<file path="src/hdl/log_frame_builder_macros.svh">
// ----------------------------------------------------------------------------
// log_frame_builder_macros: assertion helpers for the log frame builder
// Each macro checks on the rising edge of clk and is off during reset.
// ----------------------------------------------------------------------------
`ifndef LOG_FRAME_BUILDER_MACROS_SVH
`define LOG_FRAME_BUILDER_MACROS_SVH

// same-cycle implication
`define LFB_ASSERT_IMPL(label, ante, cons, msg) \
	label: assert property (@(posedge clk) disable iff (!arst_n) (ante) |-> (cons)) \
		else $error(msg);

// next-cycle implication
`define LFB_ASSERT_NEXT(label, ante, cons, msg) \
	label: assert property (@(posedge clk) disable iff (!arst_n) (ante) |=> (cons)) \
		else $error(msg);

`endif

</file>
<file path="src/hdl/lfb_pkg.sv">
// ----------------------------------------------------------------------------
// lfb_pkg
// Types and constants shared by the log frame builder.
// ----------------------------------------------------------------------------
`default_nettype none

package lfb_pkg;

	localparam logic [7:0] SYNC_FIRST  = 8'hF5;
	localparam logic [7:0] SYNC_SECOND = 8'h5A;
	localparam logic [7:0] SYNC_SUM    = 8'(SYNC_FIRST + SYNC_SECOND);

	localparam logic REQ_START   = 1'b0;
	localparam logic REQ_PAYLOAD = 1'b1;

	typedef enum logic [1:0] {
		ST_OK         = 2'd0,
		ST_NO_FRAME   = 2'd1,
		ST_FRAME_BUSY = 2'd2
	} status_t;

	// position of a result within the words caused by one item
	typedef logic [2:0] res_idx_t;

	localparam res_idx_t IDX_SYNC0 = 3'd0;
	localparam res_idx_t IDX_SYNC1 = 3'd1;
	localparam res_idx_t IDX_TYPE  = 3'd2;
	localparam res_idx_t IDX_LENLO = 3'd3;
	localparam res_idx_t IDX_LENHI = 3'd4;
	localparam res_idx_t IDX_CSUM  = 3'd5;

	localparam res_idx_t N_ONE   = 3'd1;
	localparam res_idx_t N_TWO   = 3'd2;
	localparam res_idx_t N_HDR   = 3'd5;
	localparam res_idx_t N_HDR_Z = 3'd6;

endpackage

`default_nettype wire

</file>
<file path="src/hdl/log_frame_builder.sv">
// ----------------------------------------------------------------------------
// log_frame_builder: an accepted item waits in the input stage, which takes a new
// item when empty or as the held item's last word loads into the output register.
// Output gives one word per cycle while out_stall is low; a payload item gives
// one word (two on close), a start item five (six for a zero-length frame), a misused item one.
// Reset closes any frame and clears the checksum and the pending words.
// ----------------------------------------------------------------------------
`default_nettype none

module log_frame_builder (
	input  wire logic        clk,
	input  wire logic        arst_n,
	input  wire logic        in_valid,
	output logic             in_stall,
	input  wire logic        req_type,
	input  wire logic [7:0]  frame_type,
	input  wire logic [15:0] payload_length,
	input  wire logic [7:0]  payload_byte,
	output logic             out_valid,
	input  wire logic        out_stall,
	output logic [7:0]       out_byte,
	output logic             run_last,
	output logic             frame_end,
	output logic [1:0]       status
);

	// input stage
	logic                s1_vld_q;
	logic                req_s1;
	logic [7:0]          ftype_s1;
	logic [15:0]         len_s1;
	logic [7:0]          pbyte_s1;
	lfb_pkg::res_idx_t   idx_q;

	// frame state
	logic                frame_open_q;
	logic [15:0]         remain_q;
	logic [7:0]          sum_q;

	// output register
	logic                out_vld_q;
	logic [7:0]          out_byte_q;
	logic                out_last_q;
	logic                out_end_q;
	lfb_pkg::status_t    out_st_q;

	lfb_pkg::res_idx_t   n_res;
	logic [7:0]          hdr_sum;
	logic [7:0]          pay_sum;
	logic [7:0]          res_byte;
	logic                res_end;
	lfb_pkg::status_t    res_st;
	logic                res_last;
	logic                load;
	logic                in_take;

	assign hdr_sum = 8'(lfb_pkg::SYNC_SUM + ftype_s1 + len_s1[7:0] + len_s1[15:8]);
	assign pay_sum = 8'(sum_q + pbyte_s1);

	// select the word at idx_q for the held item
	always_comb begin
		n_res    = lfb_pkg::N_ONE;
		res_byte = 8'h00;
		res_end  = 1'b0;
		res_st   = lfb_pkg::ST_OK;
		if (req_s1 == lfb_pkg::REQ_START) begin
			if (frame_open_q) begin
				res_st = lfb_pkg::ST_FRAME_BUSY;
			end else begin
				n_res = (len_s1 == 16'd0) ? lfb_pkg::N_HDR_Z : lfb_pkg::N_HDR;
				case (idx_q)
					lfb_pkg::IDX_SYNC0: res_byte = lfb_pkg::SYNC_FIRST;
					lfb_pkg::IDX_SYNC1: res_byte = lfb_pkg::SYNC_SECOND;
					lfb_pkg::IDX_TYPE:  res_byte = ftype_s1;
					lfb_pkg::IDX_LENLO: res_byte = len_s1[7:0];
					lfb_pkg::IDX_LENHI: res_byte = len_s1[15:8];
					lfb_pkg::IDX_CSUM: begin
						res_byte = hdr_sum;
						res_end  = 1'b1;
					end
					default: res_byte = 8'h00;
				endcase
			end
		end else begin
			if (!frame_open_q) begin
				res_st = lfb_pkg::ST_NO_FRAME;
			end else begin
				n_res = (remain_q == 16'd1) ? lfb_pkg::N_TWO : lfb_pkg::N_ONE;
				if (idx_q == lfb_pkg::res_idx_t'(0)) begin
					res_byte = pbyte_s1;
				end else begin
					res_byte = pay_sum;
					res_end  = 1'b1;
				end
			end
		end
	end

	assign res_last = (idx_q == 3'(n_res - 3'd1));
	assign load     = s1_vld_q && (!out_vld_q || !out_stall);
	assign in_stall = s1_vld_q && !(load && res_last);
	assign in_take  = in_valid && !in_stall;

	always_ff @(posedge clk or negedge arst_n) begin
		if (!arst_n) begin
			s1_vld_q <= 1'b0;
			idx_q    <= '0;
		end else begin
			if (in_take) begin
				s1_vld_q <= 1'b1;
			end else if (load && res_last) begin
				s1_vld_q <= 1'b0;
			end
			if (load) begin
				idx_q <= res_last ? '0 : 3'(idx_q + 3'd1);
			end
		end
	end

	always_ff @(posedge clk) begin
		if (in_take) begin
			req_s1   <= req_type;
			ftype_s1 <= frame_type;
			len_s1   <= payload_length;
			pbyte_s1 <= payload_byte;
		end
	end

	// commit the item's effect on the frame with its last word
	always_ff @(posedge clk or negedge arst_n) begin
		if (!arst_n) begin
			frame_open_q <= 1'b0;
			remain_q     <= '0;
			sum_q        <= '0;
		end else if (load && res_last && res_st == lfb_pkg::ST_OK) begin
			if (req_s1 == lfb_pkg::REQ_START) begin
				frame_open_q <= (len_s1 != 16'd0);
				remain_q     <= len_s1;
				sum_q        <= (len_s1 != 16'd0) ? hdr_sum : 8'h00;
			end else if (remain_q == 16'd1) begin
				frame_open_q <= 1'b0;
				remain_q     <= '0;
				sum_q        <= '0;
			end else begin
				remain_q <= 16'(remain_q - 16'd1);
				sum_q    <= pay_sum;
			end
		end
	end

	always_ff @(posedge clk or negedge arst_n) begin
		if (!arst_n) begin
			out_vld_q <= 1'b0;
		end else if (load) begin
			out_vld_q <= 1'b1;
		end else if (!out_stall) begin
			out_vld_q <= 1'b0;
		end
	end

	always_ff @(posedge clk) begin
		if (load) begin
			out_byte_q <= res_byte;
			out_last_q <= res_last;
			out_end_q  <= res_end;
			out_st_q   <= res_st;
		end
	end

	assign out_valid = out_vld_q;
	assign out_byte  = out_byte_q;
	assign run_last  = out_last_q;
	assign frame_end = out_end_q;
	assign status    = 2'(out_st_q);

`include "log_frame_builder_macros.svh"

	`LFB_ASSERT_IMPL(a_open_has_count, frame_open_q, remain_q != 16'd0, "open frame with no bytes left")
	`LFB_ASSERT_IMPL(a_end_is_last, out_vld_q && out_end_q, out_last_q, "checksum word not last of its item")
	`LFB_ASSERT_IMPL(a_err_clean, out_vld_q && out_st_q != lfb_pkg::ST_OK, out_byte_q == 8'h00 && out_last_q && !out_end_q, "error word malformed")
	`LFB_ASSERT_IMPL(a_idle_no_stall, !s1_vld_q, !in_stall, "stall with empty input stage")
	`LFB_ASSERT_NEXT(a_close_on_csum, load && res_end, !frame_open_q && sum_q == 8'h00, "frame still open after checksum")

endmodule

`default_nettype wire
</file>
<file path="config.mk">
export PLATFORM = sky130hd
export DESIGN_NAME = log_frame_builder
export DESIGN_NICKNAME = d
export VERILOG_FILES = /design/src/hdl/lfb_pkg.sv /design/src/hdl/log_frame_builder.sv
export VERILOG_INCLUDE_DIRS = /design/src /design/src/hdl
export SDC_FILE = /design/constraint.sdc
export NUM_CORES = 1
export LEC_CHECK = 0
export BUFFER_PORTS_ARGS = -buffer_cell sky130_fd_sc_hd__buf_2
export CAP_MARGIN = 20
export CORE_MARGIN = 1
export CORE_UTILIZATION = 45
export DETAILED_ROUTE_END_ITERATION = 16
export GPL_TIMING_DRIVEN = 0
export PLACE_DENSITY = 0.67
export SLEW_MARGIN = 30
export SYNTH_ARGS = -nofsm -noshare
export SYNTH_HDL_FRONTEND = slang
export SYNTH_SLANG_ARGS = --single-unit
</file>
<file path="constraint.sdc">
create_clock -name clk -period 2.9 [get_ports clk]
set_input_delay 0.29 -clock clk [delete_from_list [all_inputs] [get_ports clk]]
set_output_delay 0.29 -clock clk [all_outputs]
set_load 0.02 [all_outputs]
</file>
==> results of run 1 <==
[cell type report]
| type | count | area [sq um] | share of cell area [%] |
|---|---|---|---|
| Sequential cell | 75 | 2100 | 39.3 |
| Buffer | 14 | 67.6 | 1.26 |
| Timing Repair Buffer | 73 | 423 | 7.92 |
| Inverter | 47 | 179 | 3.35 |
| Clock inverter | 7 | 67.6 | 1.26 |
| Multi-Input combinational cell | 284 | 2220 | 41.5 |
| Clock buffer | 9 | 124 | 2.32 |
| Tap cell | 129 | 161 | 3.02 |
[path summary, 6_finish.rpt]
kind	start	end	depth (start not counted)
worst max-delay path	len_s1[2]$_DFFE_PP_	out_byte[7]$_DFFE_PP_	12
worst min-delay path	arst_n	out_valid$_DFFE_PN0P_	1
worst max register to register	len_s1[2]$_DFFE_PP_	out_byte[7]$_DFFE_PP_	12
worst min register to register	sum_q[3]$_DFFE_PN0P_	sum_q[3]$_DFFE_PN0P_	2
max in group asynchronous	arst_n	remain_q[13]$_DFFE_PN0P_	1
min in group clk	payload_length[14]	len_s1[14]$_DFFE_PP_	1
[worst max-delay path, cell delays in order, from the launching register on]
cell,delay (ns)
edfxtp_1,0.44
inv_2,0.11
ha_4,0.20
fa_1,0.47
buf_4,0.16
fa_2,0.42
nor2b_4,0.16
nor3_2,0.07
o21bai_1,0.22
a21oi_2,0.11
xnor2_2,0.15
a21oi_2,0.16
o22ai_2,0.10
[power by group]
part	total [mW]	internal (mW)	switching, mW
combinational	3.73	1.58	2.15
sequential	1.86	1.57	0.287
clock	0.798	0.394	0.405
total	6.39	3.55	2.84
[metrics by stage]
stage          hold slack (ns)  area, sq um
6_report               -0.0213         5340
4_1_cts                0.00366         5170
2_1_floorplan         -0.00559         4390
3_5_place_dp             0.395         4810
5_1_grt                 0.0384         5340
3_3_place_gp             0.402         4800
[per-layer routing]
layer	GRT usage, %	up-vias	routed length, microns
li1	-	1708	-
met1	30.3	1809	4810
met2	39.8	175	5560
met3	6.31	47	984
met4	11.6	0	524
met5	0	-	0
[kinds of logic (layout without fill, tap and decap cells)]
family                     after synthesis  in the layout
AOI/OAI and AO/OA                      136            136
and+or+nand+nor                         84             85
DFF                                     75             75
buffers and inverters                   62            150
adders and majority gates               39             39
xor gates and xnor gates                18             18
muxes                                    6              6
[state kept, by name (all words and copies together), names as in the netlist, 2 cells and up]
| name | cells |
|---|---|
| pbyte_s1 | 8 |
| out_byte | 8 |
| idx_q | 3 |
| remain_q | 16 |
| sum_q | 8 |
| ftype_s1 | 8 |
| status | 2 |
| len_s1 | 16 |
[timing repair]
action,CTS,global route
gates cloned,1,0
hold buffers,0,0
endpoints found under the setup margin,65,60
resized for setup,18,25
setup buffers,14,9
pin swaps,16,15
[cell usage in the layout, fill, tap and decap left out, types with 4 or more instances in the layout]
master    synthesis  final
buf_4             0     23
a32oi_1           9      9
nand3_1           4      4
clkbuf_8          0      9
nor4_1            6      4
edfxtp_1         45     45
inv_2             0      5
a21oi_2           0      6
nand2b_1          4      4
a21oi_1          34     28
dfrtp_1          30     30
nor2_1           21     21
o21ai_0          42     39
o22ai_1          12     11
nor3_1            9      8
inv_1            46     41
clkbuf_1         11      9
xnor2_1          15     12
nand2_1          23     22
mux2i_1           6      6
ha_1             31     28
buf_2             3     53
fa_1              8      7
a22oi_1          10      9
==> summary.txt, run 1 <==
Run status
  • Status: complete, but fails checks
  • Failing checks: negative hold slack, negative setup slack

Yosys
  • Cell taking the most area after synthesis: edfxtp_1
  • Synth Register Bits: 75
  • Yosys Warn Count: 0
  • Mapped Area: 0.00439 sq mm
  • Most numerous cell in the Yosys netlist: inv_1
  • Post-synth EDFFs: 45
  • Simple-Gate Fraction of Synth Area: 9.64%
  • Post-synth net total: 496
  • Xor/xnor share of the synthesized area: 3.59%
  • Post-Syn Area per Cell: 10.4 sq um
  • Dominant synthesized flop cell: edfxtp_1
  • Post-synthesis async set-or-reset flop share: 40.0%
  • Post-synthesis adder-cell area fraction: 12.5%
  • Synth cell count leaders: inv_1 (46), edfxtp_1 (45), o21ai_0 (42)
  • Top cell type's share of synthesized area: 30.8%
  • Compound-Gate Fraction of Synth Area: 19.4%
  • Register area share after synthesis: 47.9%
  • Post-Synthesis Cells: 420
  • Top post-synthesis cells by area: edfxtp_1 (31%), dfrtp_1 (17%), ha_1 (8.8%)
  • Largest family of logic cells by synthesized area: compound AO/OA/AOI/OAI gates
  • Distinct cells, synth: 53
  • Mux contribution to synthesized area: 1.37%

Cells and area
  • Layout cells sized above 1: 26.3%
  • Layout fillers: 807
  • Final Core Density: 57.3%
  • Final nets: 580
  • Area Overhead vs Synth: 21.8%
  • Post-route insts no fill: 638
  • Diode count: 0

Critical path
  • Reg2Reg Setup Slack: -0.14 ns
  • CP Launch Type: register
  • Crit-path max FO: 2
  • Crit path capture type: register
  • Arrival time worst endpoint: 3.11 ns
  • CP Class: reg2reg
  • Req. time, crit path: 2.97 ns

STA
  • Relative slew slack: 41.2%
  • Final Hold Fails: 30
  • Setup Total Neg Slack: -0.454 ns
  • RSZ-0062 raised after global routing: true
  • Highest clock rate: 329 MHz
  • Final hold slack: -0.0213 ns
  • Final Worst Setup Slack: -0.144 ns
  • Clock Skews: 0.00897 ns
  • Max-slew violations: 0
  • Worst Tran Pin Value: 0.873 ns
  • Tmin final: 3.04 ns
  • Final Cycle Share: 105%
  • Final setup violation count: 5

Min path
  • Hold WC Path Type: in2async

Power
  • Cell Pwr Density: 1200 mW/mm^2
  • Worst VDD drop: 0.000584 V
  • Leakage: 2.28 nW
  • Design Power: 6.39 mW

Clocking
  • Clock Latency Late Sink: 0.36 ns
  • H-Tree Depth: 3
  • Clock tree from TritonCTS: yes
  • CTS max path bufs: 2
  • Root buffer selected by CTS: clkbuf_8
  • Clk slew on worst S/H paths: 0.08 ns
  • Clock tree sinks: 75
  • Total CTS buffers: 9

Floorplanning
  • Die H: 101 microns
  • # rows: 35
  • Die area: 0.0101 sq mm
  • Starting Density: 47.0%
  • Core area: 0.00933 sq mm
  • Horiz. Die Dim: 101 microns
  • IO Pins: 51

Global route
  • Largest net degree at the start of global routing: 31
  • Gr usage total: 24.4%
  • Grt total ovfl: 0
  • Antenna violations before repair: 0
  • Number of global-route vias before repair: 3,629
  • Global-route wire length before repair: 18.3 mm

Detailed routing
  • Detailed Routing Iterations Pass 1: 7
  • DR WL/cell: 18.6 microns
  • Vias after detailed routing: 3,739
  • Final Routed Wirelength: 11.9 mm
  • DRC: 0
  • Initial detailed-routing violation count: 330
  • Via/cell ratio: 5.86
  • Final ANT Viol Nets: 0

Placed design
  • Port Buffers: 50
  • Pre-CTS WS: -0.489 ns
  • Placed Cells incl. Taps: 599
  • RePlAce Congestion: 0.889
  • Dpl hpwl: 8.20 mm

Flow run
  • Max Cap Viol: 0
(Power assumes the default switching activity.)
==> run 2, diff against run 1 <==
--- a/config.mk
+++ b/config.mk
@@ -12,6 +12,7 @@
 export CORE_UTILIZATION = 45
 export DETAILED_ROUTE_END_ITERATION = 16
 export GPL_TIMING_DRIVEN = 0
+export HOLD_SLACK_MARGIN = 0.05
 export PLACE_DENSITY = 0.67
 export SLEW_MARGIN = 30
 export SYNTH_ARGS = -nofsm -noshare
==> run 2 against run 1 <==
  * The run ends with negative setup slack left
  * Clock power about the same
  * Worst setup slack lost 0.0028 ns
  * Sequential power about the same
  * Non-clock buffer count up 1
  * Sequential cell count did not move
  * Hold slack improved by 0.12 ns
  * Global-route usage unchanged
  * Critical path depth up 2
  * Core utilization up 0.11 points
  * First-iteration DRC count up 3.6%
  * Largest cell class unchanged
  * Largest power group unchanged
==> summary.txt, run 2 (synthesis gave the netlist of run 1 again) <==
Detailed routing
  • DR WL/cell: 18.6 microns (about the same)
  • Final Routed Wirelength: 11.9 mm (+0.21%)
  • Detailed Routing Iterations Pass 1: 8 (+1)
  • DRC: 0 (unchanged)
  • Vias after detailed routing: 3,734 (-0.13%)
  • Initial detailed-routing violation count: 342 (+3.6%)
  • Final ANT Viol Nets: 0 (unchanged)
  • Via/cell ratio: 5.84 (-0.29%)

Global route
  • Antenna violations before repair: 0 (unchanged)
  • Global-route wire length before repair: 18.3 mm (unchanged)
  • Met2 Use GR: 39.8% (unchanged)
  • Largest net degree at the start of global routing: 31 (unchanged)
  • Number of global-route vias before repair: 3,629 (unchanged)
  • Met3 Use GR: 6.31% (unchanged)
  • Grt total ovfl: 0 (unchanged)
  • Gr usage total: 24.4% (unchanged)
  • Met1 Use GR: 30.3% (unchanged)
  • Top Usage Layer GRT: met2

Cells and area
  • Layout cells sized above 1: 26.3% (-0.052 points)
  • Most frequent cells in the layout: buf_2 (53), edfxtp_1 (45), inv_1 (41)
  • Biggest regs: len_s1 x16, remain_q x16
  • Final instance area: 0.00535 sq mm (+0.19%)
  • Final nets: 581 (+0.17%)
  • Area Overhead vs Synth: 22.1%
  • Diode count: 0 (unchanged)
  • Final Core Density: 57.4% (+0.11 points)
  • Most common cell after layout, fill and taps aside: buf_2

Critical path
  • Crit-path max FO: 2 (unchanged)
  • Crit path capture type: register
  • Slowest-stage cell, CP: fa_1
  • Max incr delay on CP: 0.45 ns (-0.02 ns)
  • Buf/Inv on CP: 3 (+1)
  • Crit. Startpoint: len_s1[1]$_DFFE_PP_
  • CP Cell Sequence: inv_2, ha_4, fa_1, inv_2, ha_4, inv_2, fa_2, nor2b_4, nor3_2, o21bai_1, a21oi_2, xnor2_2, a21oi_2, o22ai_2
  • Reg2Reg Setup Slack: -0.15 ns (about the same)
  • Cell count along the critical path: 14 (+2)
  • Delay-heaviest family, CP: adder cells
  • CP Class: reg2reg
  • Most frequent CP cell: inv_2
  • Arrival time worst endpoint: 3.11 ns (about the same)
  • Worst-case reg-to-reg path depth: 14 (+2)
  • Req. time, crit path: 2.97 ns (about the same)
  • CP Launch Type: register
  • Reg2reg start: len_s1[1]$_DFFE_PP_
  • Reg-to-Reg End: out_byte[7]$_DFFE_PP_

Clocking
  • H-Tree Depth: 3 (unchanged)
  • CTS max path bufs: 2 (unchanged)
  • Total CTS buffers: 9 (unchanged)
  • Clock tree from TritonCTS: yes
  • Clock Latency Late Sink: 0.36 ns (about the same)
  • Root buffer selected by CTS: clkbuf_8
  • Clock tree sinks: 75 (unchanged)
  • Clk slew on worst S/H paths: 0.08 ns (about the same)

STA
  • RSZ-0062 raised after global routing: true
  • Max-slew violations: 0 (unchanged)
  • Tmin final: 3.05 ns (+0.00280 ns)
  • Final setup violation count: 6 (+1)
  • Highest clock rate: 328 MHz (about the same)
  • Clock Skews: 0.0116 ns (+0.00259 ns)
  • Final Hold Fails: 0 (-100%)
  • Final Worst Setup Slack: -0.147 ns (-0.00280 ns)
  • Final Cycle Share: 105% (about the same)
  • Worst Tran Pin Value: 0.870 ns (-0.00318 ns)
  • Relative slew slack: 41.4% (+0.21 points)

Flow run
  • Max Cap Viol: 0 (unchanged)

Min path
  • HP Start: payload_length[14]
  • Hold WC Path Type: in2reg
  • Hold Crit Depth: 1
  • Hold EP: len_s1[14]$_DFFE_PP_

Placed design
  • Dpl hpwl: 8.20 mm (unchanged)
  • Port Buffers: 50 (unchanged)
  • RePlAce Congestion: 0.889 (unchanged)
  • Dpl cell area: 0.00481 sq mm (unchanged)
  • Pre-CTS WS: -0.489 ns (unchanged)

Floorplanning
  • Horiz. Die Dim: 101 microns (unchanged)
  • IO Pins: 51 (unchanged)
  • Die H: 101 microns (unchanged)
  • Starting Density: 47.0% (unchanged)
  • Die area: 0.0101 sq mm (unchanged)
  • # rows: 35 (unchanged)
  • Core area: 0.00933 sq mm (unchanged)

Power
  • Register share of total power: 29.1% (about the same)
  • Clock network power share: 12.5% (about the same)
  • Worst VDD drop: 0.000584 V (about the same)
  • Cell Pwr Density: 1190 mW/mm^2 (-0.12%)
  • Design Power: 6.40 mW (about the same)
  • Net Sw Frac: 44.5% (about the same)
  • Sw power: 2.84 mW (+0.10%)
  • Combinational group share of total power: 58.4% (about the same)
  • Leakage: 2.28 nW (+0.18%)
  • Internal: 3.55 mW (about the same)

Run status
  • Status: complete, but fails checks
  • Failing checks: negative setup slack
==> run 2: worst max path at each step <==
stage                                 end
finish              out_byte[7]$_DFFE_PP_
CTS                 out_byte[7]$_DFFE_PP_
global placement     len_s1[10]$_DFFE_PP_
detailed placement  pbyte_s1[4]$_DFFE_PP_
floorplan           out_byte[7]$_DFFE_PP_
global route        out_byte[6]$_DFFE_PP_
==> run 2: stage by stage <==
stage,setup TNS (ns),hold WS (ns),std cells
final,-0.455,0.0948,639
after global routing,-1.03,0.0872,639
after CTS,-0.172,0.0873,630
after detailed placement,-23.15,0.395,599
after global placement,-21.19,0.402,599
after floorplan,0,-0.00559,420
==> run 2: layout make-up <==
class	count	area (sq um)
Clock inverter	7	67.6
Buffer	14	67.6
Multi-Input combinational cell	284	2220
Clock buffer	9	124
Inverter	47	179
Fill cell	806	3980
Tap cell	129	161
Timing Repair Buffer	74	433
Sequential cell	75	2100
==> run 2: timing repair <==
| action | CTS | global route |
|---|---|---|
| hold buffers | 1 | 0 |
| pin swaps | 16 | 15 |
| resized for setup | 18 | 25 |
| setup endpoints to repair | 65 | 60 |
| endpoints found under the hold margin | 30 | 0 |
| cloned | 1 | 0 |
| buffers inserted | 14 | 9 |
==> run 2: layer usage <==
metal | vias up | wire length (microns)
met5 | - | 0
met4 | 0 | 517
met1 | 1807 | 4880
met3 | 41 | 893
li1 | 1710 | -
met2 | 176 | 5600
==> run 2: power groups by stage <==
stage,Clock (mW),Sequential (mW),Combinational (mW)
global placement,0,1.87,2.86
finish,0.801,1.86,3.73
floorplan,0,1.89,2.08
detailed placement,0,1.88,2.95
global route,0.846,1.90,4.03
CTS,0.814,1.85,3.31
==> run 3, diff against run 2 <==
--- a/config.mk
+++ b/config.mk
@@ -11,10 +11,11 @@
 export CORE_MARGIN = 1
 export CORE_UTILIZATION = 45
 export DETAILED_ROUTE_END_ITERATION = 16
-export GPL_TIMING_DRIVEN = 0
 export HOLD_SLACK_MARGIN = 0.05
 export PLACE_DENSITY = 0.67
+export REMOVE_ABC_BUFFERS = 1
 export SLEW_MARGIN = 30
 export SYNTH_ARGS = -nofsm -noshare
 export SYNTH_HDL_FRONTEND = slang
 export SYNTH_SLANG_ARGS = --single-unit
+export TNS_END_PERCENT = 10
==> run 3 against run 2 <==
  * The flow now finishes without violations
  * Clock skew rose by 0.0019 ns
  * Final cell count fell by 1.7%
  * Register-to-register slack improved by 0.20 ns
  * Largest cell class unchanged
  * Highest routed layer unchanged
==> summary.txt, run 3 (synthesis gave the netlist of run 1 again) <==
Cells and area
  • Most frequent cells in the layout: buf_2 (50), edfxtp_1 (45), o21ai_0 (42)
  • Layout cells sized above 1: 23.8% (-2.4 points)
  • Most common cell after layout, fill and taps aside: buf_2
  • Biggest regs: len_s1 x16, remain_q x16
  • Register area: 0.00210 sq mm (unchanged)
  • Area occupied by multi-input gates: 0.00214 sq mm (-3.6%)
  • Final Core Density: 56.6% (-0.82 points)
  • Layout fillers: 789 (-2.1%)
  • Final nets: 570 (-1.9%)
  • Area Overhead vs Synth: 20.3%
  • Diode count: 0 (unchanged)
  • Final instance area: 0.00528 sq mm (-1.4%)

Power
  • Cell Pwr Density: 1120 mW/mm^2 (-5.9%)
  • Worst VDD drop: 0.000390 V (-33%)
  • Leakage: 2.25 nW (-1.7%)
  • Internal: 3.36 mW (-5.5%)
  • Register share of total power: 31.5% (+2.4 points)
  • Design Power: 5.93 mW (-7.2%)
  • Combinational group share of total power: 54.2% (-4.2 points)
  • Clock network power share: 14.4% (+1.9 points)
  • Sw power: 2.58 mW (-9.4%)
  • Net Sw Frac: 43.4% (-1.0 points)

Global route
  • Gr usage total: 23.2% (-1.2 points)
  • Antenna violations before repair: 0 (unchanged)
  • Grt total ovfl: 0 (unchanged)
  • Number of global-route vias before repair: 3,517 (-3.1%)
  • Global-route wire length before repair: 17.8 mm (-2.3%)
  • Largest net degree at the start of global routing: 51 (+65%)

STA
  • Tmin final: 2.85 ns (-0.198 ns)
  • Final Cycle Share: 98.2% (-6.8 points)
  • Worst Tran Pin Value: 0.765 ns (-0.105 ns)
  • Setup Total Neg Slack: 0 ns (+0.455 ns)
  • Max-slew violations: 0 (unchanged)
  • Final Hold Fails: 0 (unchanged)
  • Relative slew slack: 49.0% (+7.7 points)
  • Highest clock rate: 351 MHz (+6.9%)
  • Clock Skews: 0.0135 ns (+0.00193 ns)
  • RSZ-0062 raised after global routing: true
  • Final setup violation count: 0 (-6)

Placed design
  • Dpl cell area: 0.00493 sq mm (+2.5%)
  • Port Buffers: 50 (unchanged)
  • RePlAce Congestion: 0.984 (+11%)
  • Dpl hpwl: 7.85 mm (-4.2%)

Run status
  • Status: finished clean

Min path
  • Hold WC Path Type: in2reg

Clocking
  • Clock Latency Late Sink: 0.37 ns (about the same)
  • CTS max path bufs: 2 (unchanged)
  • Clk slew on worst S/H paths: 0.09 ns (about the same)
  • H-Tree Depth: 3 (unchanged)
  • Clock tree from TritonCTS: yes
  • Total CTS buffers: 9 (unchanged)
  • Clock tree sinks: 75 (unchanged)
  • Root buffer selected by CTS: clkbuf_8

Detailed routing
  • Detailed Routing Iterations Pass 1: 5 (-3)
  • Final Routed Wirelength: 11.0 mm (-7.9%)
  • Via/cell ratio: 5.75 (-1.6%)
  • Vias after detailed routing: 3,610 (-3.3%)
  • Met2 WL: 5.10 mm (-9.0%)
  • Met3 wire length: 816 microns (-8.6%)
  • DRC: 0 (unchanged)
  • Initial detailed-routing violation count: 327 (-4.4%)
  • DRT met1 WL: 4.76 mm (-2.5%)
  • Final ANT Viol Nets: 0 (unchanged)
  • Top sig layer: met4
  • DR WL/cell: 17.4 microns (-6.3%)

Floorplanning
  • # rows: 35 (unchanged)
  • Die area: 0.0101 sq mm (unchanged)
  • IO Pins: 51 (unchanged)
  • Core area: 0.00933 sq mm (unchanged)
  • Starting Density: 47.0% (unchanged)
  • Horiz. Die Dim: 101 microns (unchanged)
  • Die H: 101 microns (unchanged)

Critical path
  • Req. time, crit path: 3.09 ns (+0.12 ns)
  • CP Launch Type: register
  • Crit-path max FO: 2 (unchanged)
  • Crit path capture type: register
  • Arrival time worst endpoint: 3.04 ns (-0.07 ns)
  • CP Class: reg2reg

Flow run
  • Max Cap Viol: 0 (unchanged)
## run 3: cell count changes in the layout (fill, tap and decap cells not counted), sizes merged
cell and change:
clkinv -2, inv +1, clkinvlp +1, and2 -1, clkbuf -10
## run 3: stage by stage
stage / worst slack (ns) / std cells / hold slack [ns]
after floorplan: -0.0625 / 405 / -0.00559
after global placement: 0.0407 / 607 / 0.403
after detailed placement: -0.0448 / 607 / 0.414
after CTS: 0.000104 / 625 / 0.0872
after global routing: -0.0821 / 628 / 0.0862
final: 0.0509 / 628 / 0.0907
## run 3: power groups by stage
stage | Combinational, mW | Sequential [mW] | Clock, mW
after detailed placement | 3.04 | 1.88 | 0
after global routing | 3.57 | 1.91 | 0.899
after CTS | 3.09 | 1.85 | 0.860
final | 3.21 | 1.87 | 0.852
after floorplan | 2.01 | 1.91 | 0
after global placement | 2.94 | 1.87 | 0
## run 3: worst paths after layout
kind / from / to / slack [ns] / depth (start not counted)
setup / recovery: ftype_s1[2]$_DFFE_PP_ / out_byte[6]$_DFFE_PP_ / 0.05 / 12
hold / removal: payload_byte[4] / pbyte_s1[4]$_DFFE_PP_ / 0.09 / 1
setup reg to reg: ftype_s1[2]$_DFFE_PP_ / out_byte[6]$_DFFE_PP_ / 0.05 / 12
hold reg to reg: sum_q[0]$_DFFE_PN0P_ / sum_q[0]$_DFFE_PN0P_ / 0.49 / 2
max in group asynchronous: arst_n / remain_q[13]$_DFFE_PN0P_ / 1.87 / 2
min in group asynchronous: arst_n / sum_q[5]$_DFFE_PN0P_ / 0.52 / 2
## run 3: layout make-up
cell class | count | area share (%)
repair buffers | 78 | 9.32
clock inverters | 7 | 1.54
flip-flops and latches | 75 | 39.8
well taps | 129 | 3.06
inverters | 47 | 3.34
clock buffers | 9 | 2.35
multi-input cells | 283 | 40.6
## run 3: layer usage
metal	vias up	track usage, %
li1	1683	-
met1	1711	31.0
met2	189	36.2
met3	27	6.10
met4	0	8.70
met5	-	0
## run 3: timing repair
item,CTS,global route
hold endpoints to repair,30,0
hold buffers,1,0
resized for setup,4,19
pin swaps,2,19
setup endpoints to repair,4,9
buffers inserted,1,3
## run 3: critical path, stage by stage (launching register included)
cell and delay, ns:
edfxtp_1 0.43, inv_2 0.10, ha_4 0.20, fa_1 0.57, inv_2 0.05, ha_4 0.20, a21o_1 0.20, a21oi_2 0.18
o21bai_1 0.10, a21oi_1 0.16, xnor2_1 0.18, a21oi_1 0.11, o22ai_1 0.21
